### config.mk
export PLATFORM = sky130hd
export DESIGN_NAME = psc_fine
export DESIGN_NICKNAME = d
export VERILOG_FILES = /design/src/rtl/psc_pkg.sv /design/src/rtl/psc_fine.sv
export SDC_FILE = /design/constraint.sdc
export NUM_CORES = 2
export LEC_CHECK = 0
export BUFFER_PORTS_ARGS = -buffer_cell sky130_fd_sc_hd__buf_4
export CAP_MARGIN = 15
export CORE_AREA = 2 2 261 263
export DETAILED_ROUTE_END_ITERATION = 8
export DIE_AREA = 0 0 263 265
export PLACE_DENSITY = 0.82
export SYNTH_ARGS = -nofsm -noshare
export SYNTH_HDL_FRONTEND = slang
export SYNTH_SLANG_ARGS = --single-unit
### constraint.sdc
create_clock -name clk -period 18.5 [get_ports clk]
set_clock_uncertainty 0.05 [all_clocks]
set_input_delay 0.925 -clock clk [delete_from_list [all_inputs] [get_ports clk]]
set_output_delay 0.925 -clock clk [all_outputs]
set_load 0.1 [all_outputs]
### src/rtl/psc_pkg.sv
// ----------------------------------------------------------------------------
// psc_pkg
// Shared types, constants and arithmetic helpers of the sensor compensation.
// ----------------------------------------------------------------------------
package psc_pkg;

	localparam int FINE_LAT  = 4;
	localparam int DIV_W     = 32;
	localparam int DIV_TAG_W = 3;
	localparam int PRESS_LAT = 6 + DIV_W + 4;
	localparam int HUM_LAT   = 10;
	localparam int TOTAL_LAT = FINE_LAT + PRESS_LAT;

	localparam logic [31:0] PRESS_MIN = 32'd30000;
	localparam logic [31:0] PRESS_MAX = 32'd110000;
	localparam logic [31:0] PRESS_OFS = 32'd1048576;
	localparam logic [31:0] PRESS_MUL = 32'd3125;
	localparam logic signed [31:0] FINE_PRESS_OFS = 32'sd64000;
	localparam logic signed [31:0] FINE_HUM_OFS   = 32'sd76800;
	localparam logic signed [31:0] HUM_RAW_MAX    = 32'sd419430400;
	localparam logic signed [31:0] HUM_MAX        = 32'sd102400;
	localparam logic signed [26:0] TEMP_MIN       = -27'sd4000;
	localparam logic signed [26:0] TEMP_MAX       = 27'sd8500;

	typedef enum logic [2:0] {
		REG_TEMP      = 3'd0,
		REG_PRESS_LO  = 3'd1,
		REG_PRESS_HI  = 3'd2,
		REG_PRESS_NINE = 3'd3,
		REG_HUM       = 3'd4
	} reg_idx_t;

	typedef struct packed {
		logic [2:0]  select_mask;
		logic [19:0] raw_pressure;
		logic [19:0] raw_temperature;
		logic [15:0] raw_humidity;
	} in_t;

	typedef struct packed {
		logic signed [14:0] temperature_centi;
		logic [16:0]        pressure_pa;
		logic [16:0]        humidity_q10;
	} out_t;

	typedef struct packed {
		logic [15:0]        t1;
		logic signed [15:0] t2;
		logic signed [15:0] t3;
		logic [15:0]        p1;
		logic signed [15:0] p2;
		logic signed [15:0] p3;
		logic signed [15:0] p4;
		logic signed [15:0] p5;
		logic signed [15:0] p6;
		logic signed [15:0] p7;
		logic signed [15:0] p8;
		logic signed [15:0] p9;
		logic [7:0]         h1;
		logic signed [15:0] h2;
		logic [7:0]         h3;
		logic signed [11:0] h4;
		logic signed [11:0] h5;
		logic signed [7:0]  h6;
	} cal_t;

	typedef struct packed {
		logic [2:0]  mask;
		logic [19:0] raw_p;
		logic [15:0] raw_h;
	} carry_t;

	typedef struct packed {
		carry_t             c;
		logic signed [31:0] fine;
	} fine_item_t;

	// signed division by 2^k, truncating toward zero
	function automatic logic signed [31:0] tdiv(input logic signed [31:0] x,
			input int unsigned k);
		logic signed [31:0] bias;
		bias = x[31] ? ((32'sd1 <<< k) - 32'sd1) : 32'sd0;
		return (x + bias) >>> k;
	endfunction

	// low word of a signed product
	function automatic logic signed [31:0] mul32(input logic signed [31:0] a,
			input logic signed [31:0] b);
		logic signed [63:0] f;
		f = a * b;
		return $signed(f[31:0]);
	endfunction

	function automatic logic signed [14:0] temp_of(input logic signed [31:0] fine);
		logic signed [34:0] t;
		logic signed [26:0] q;
		t = 35'(fine) * 35'sd5 + 35'sd128;
		q = $signed(t[34:8]);
		if (q < TEMP_MIN)
			q = TEMP_MIN;
		else if (q > TEMP_MAX)
			q = TEMP_MAX;
		return 15'(q);
	endfunction

endpackage

### src/rtl/psc_fine.sv
// ----------------------------------------------------------------------------
// psc_fine
// Four-stage pipeline computing the fine temperature value.
// ----------------------------------------------------------------------------
module psc_fine (
	input  logic                 clk,
	input  logic                 arst_n,
	input  logic                 in_vld,
	input  psc_pkg::in_t         in_item,
	input  psc_pkg::cal_t        cal,
	output logic                 out_vld,
	output psc_pkg::fine_item_t  out_item
);
	import psc_pkg::*;

	logic vld_s1, vld_s2, vld_s3, vld_s4;
	carry_t c_s1, c_s2, c_s3;
	logic signed [18:0] a_s1;
	logic signed [17:0] b_s1;
	logic signed [34:0] at2_s2;
	logic signed [35:0] bb_s2;
	logic signed [23:0] v1_s3;
	logic signed [39:0] v2p_s3;
	fine_item_t item_s4;

	always_ff @(posedge clk or negedge arst_n) begin
		if (!arst_n) begin
			vld_s1 <= 1'b0;
			vld_s2 <= 1'b0;
			vld_s3 <= 1'b0;
			vld_s4 <= 1'b0;
		end else begin
			vld_s1 <= in_vld;
			vld_s2 <= vld_s1;
			vld_s3 <= vld_s2;
			vld_s4 <= vld_s3;
		end
	end

	always_ff @(posedge clk) begin
		c_s1   <= '{mask: in_item.select_mask, raw_p: in_item.raw_pressure,
			raw_h: in_item.raw_humidity};
		a_s1   <= $signed({2'b00, in_item.raw_temperature[19:3]})
			- $signed({2'b00, cal.t1, 1'b0});
		b_s1   <= $signed({2'b00, in_item.raw_temperature[19:4]})
			- $signed({2'b00, cal.t1});
		c_s2   <= c_s1;
		at2_s2 <= 35'(a_s1) * 35'(cal.t2);
		bb_s2  <= 36'(b_s1) * 36'(b_s1);
		c_s3   <= c_s2;
		v1_s3  <= $signed(at2_s2[34:11]);
		v2p_s3 <= 40'($signed(bb_s2[35:12])) * 40'(cal.t3);
		item_s4.c    <= c_s3;
		item_s4.fine <= 32'(v1_s3) + 32'($signed(v2p_s3[39:14]));
	end

	assign out_vld  = vld_s4;
	assign out_item = item_s4;

endmodule

==> results.yml <==
timing:
  setup_viol: 0
  max_slew_margin: 0.331
  finalCriticalPeriod_ps: 7070
  hold_viol: 0
  finalHoldWorstSlack_ps: 80.9
  slew_viol_final: 0
  fmax_ghz: 0.141
  period_share: 0.382
  setup_ws_ps: 11430
  worstMarginPinSlew_ps: 1000
  tns_ps: 0
  grt_setup_unrepaired: "no"
setup_path:
  r2r_cells: 22
  worst_setup_path_end_kind: "flip-flop"
  arrival_ps: 7510
  crit_type: "in -> reg"
  startpoint_type: "primary input"
  worstPathMaxFanout: 18
  cp_data_required_time_ps: 18940
synth:
  synthFlopType: "dfxtp_1"
  syn_area_per_cell_um2: 9.80
  yosysWarnings: 0
  netlist_instances: 4076
  ys_seq_area_frac: 0.149
  ys_ff_latch: 297
  synth_edf_count: 0
  synth_cell_types: 78
  netlist_top_cells_area: "fa_1, dfxtp_1, inv_1"
  synthArstFlopShare: 0.0135
  syn_area_mm2: 0.0399
  synth_top_area_frac: 0.455
  yosys.area.top_type: "fa_1"
  syn_nets: 5600
placement:
  dp_cells: 5003
  portBuffers: 178
  dpl.hpwl_mm: 69.2
  dp_slack_ps: 10990
  gp_congestion: 0.888
floorplan:
  core-area_mm2: 0.0668
  pin_count: 390
  die-area_mm2: 0.0697
  rows: 95
  start_util: 0.598
  die_w_um: 263
  fp.dieH_um: 265
clock_network:
  clkTransAtPathRegs_ps: 70
  tritoncts: "built"
  ctsResizeCount: 0
  cts_root_buffer: "clkbuf_16"
  insertion_delay_ps: 600
  ctsLongestPathBuffers: 3
  cts_buffers: 30
  cts-htree-levels: 1
  cts_setup_buffers: 0
  cts.sinks: 297
  hold_buffers: 0
final_layout:
  multi_input_comb_area_mm2: 0.0294
  fillers: 5106
  drive_gt1_frac: 0.0633
  final_common_cell: "inv_1"
  ff_latch_area_mm2: 0.00597
  nets: 5686
  final_cell_mix: "inv_1, fa_1, nand2_1"
  area_growth_pct: 7.47
  fin_cells: 5059
route:
  drc: 0
  drt_first_pass_iters: 7
  wl_mm: 89.9
  drt_iter0_drc: 1795
  vias: 26900
  vias_per_cell: 5.32
  antenna_left: 0
  wl_per_cell_um: 17.8
global_routing:
  grt_max_degree: 38
  grt_overflow: 0
  antenna_found_initial: 2
  grt_pass1_vias: 29900
  grt_pass1_wl_mm: 150
  grtUsageTotal: 0.271
hold_path:
  min_path_type: "in -> async"
flow_run:
  drv_cap: 0
run_status:
  status: "completed"
[flip-flops by register name (all words and copies together) (netlist names)]
signal and cells:
c_s2 39, vld_s1 1, v2p_s3 24, at2_s2 23, b_s1 16, vld_s2 1, bb_s2 22, out_vld 1
out_item 66, c_s1 39, vld_s3 1, c_s3 39, a_s1 2, v1_s3 23
[cell type report]
class                   count  area share
clock inverters            11     0.00277
well taps                 873      0.0254
clock buffers              44      0.0201
flip-flops and latches    297       0.139
diodes                      1   0.0000583
multi-input cells        2560       0.684
inverters                1083      0.0947
repair buffers            190      0.0332
[layer usage]
layer  global-route usage  wire, µm
met1                0.352     35500
met2                0.463     43800
met3               0.0416      6990
met4                0.101      3660
met5                    0         0
[cell usage after synthesis (3+ instances only)]
library cell / n
a21boi_1: 3
nand3_1: 21
a31oi_1: 6
xor2_1: 31
o211ai_1: 6
nand2b_1: 27
and2_1: 304
o21ai_1: 9
dfxtp_1: 293
buf_4: 5
a21oi_1: 58
xnor2_1: 91
inv_1: 1081
nor2b_1: 12
a21o_1: 22
clkbuf_1: 129
fa_1: 908
o21ai_0: 29
o31ai_1: 6
dfrtp_1: 4
o31a_1: 4
nand2_1: 473
a211oi_1: 7
and3_1: 7
nor2_1: 110
nand4_1: 9
or4_1: 5
o21bai_1: 8
nor3_1: 23
o21a_1: 16
a211o_1: 3
or3_1: 9
or2_2: 3
ha_1: 298
[through the flow]
step                area (µm²)   util
finish                   42900  0.643
global route             42900  0.642
CTS                      42900  0.642
detailed placement       41900  0.628
global placement         41900  0.628
floorplan                39900      -
[worst paths after layout]
check	start	to	slack (ps)
max	cal[223]	v2p_s3[38]	11430
min	arst_n	out_vld	80
max reg2reg	b_s1[5]	bb_s2[31]	11430
min reg2reg	c_s1[14]	c_s2[14]	270
max in group asynchronous	arst_n	vld_s3	18220
min in group clk	c_s1[14]	c_s2[14]	270
[critical path, stage by stage]
cell and delay (ps):
buf_4 160, clkinv_1 650, nor2_1 350, fa_1 470
fa_1 510, fa_1 430, fa_1 470, fa_1 490
inv_1 70, fa_1 520, inv_1 50, ha_1 310
a21o_1 200, a21o_1 190, a2111o_1 420, or2_1 260
o21bai_4 180, o21ba_1 230, a31oi_2 160, and4_1 260
nor3_1 210
[kinds of logic after synthesis]
| group | count (synthesis) | synth area share |
|---|---|---|
| AO/OA/AOI/OAI | 217 | 0.0385 |
| XOR/XNOR | 122 | 0.0268 |
| adder cells (fa/ha/maj) | 1206 | 0.548 |
| buffers and inverters | 1219 | 0.115 |
| flip-flops | 297 | 0.149 |
| multiplexers | 1 | 0.000251 |
| AND/OR/NAND/NOR | 1014 | 0.122 |
Power is left out: the tool's default activity adds up to more than one toggle a clock period on the data nets, which glitch-free logic cannot reach.
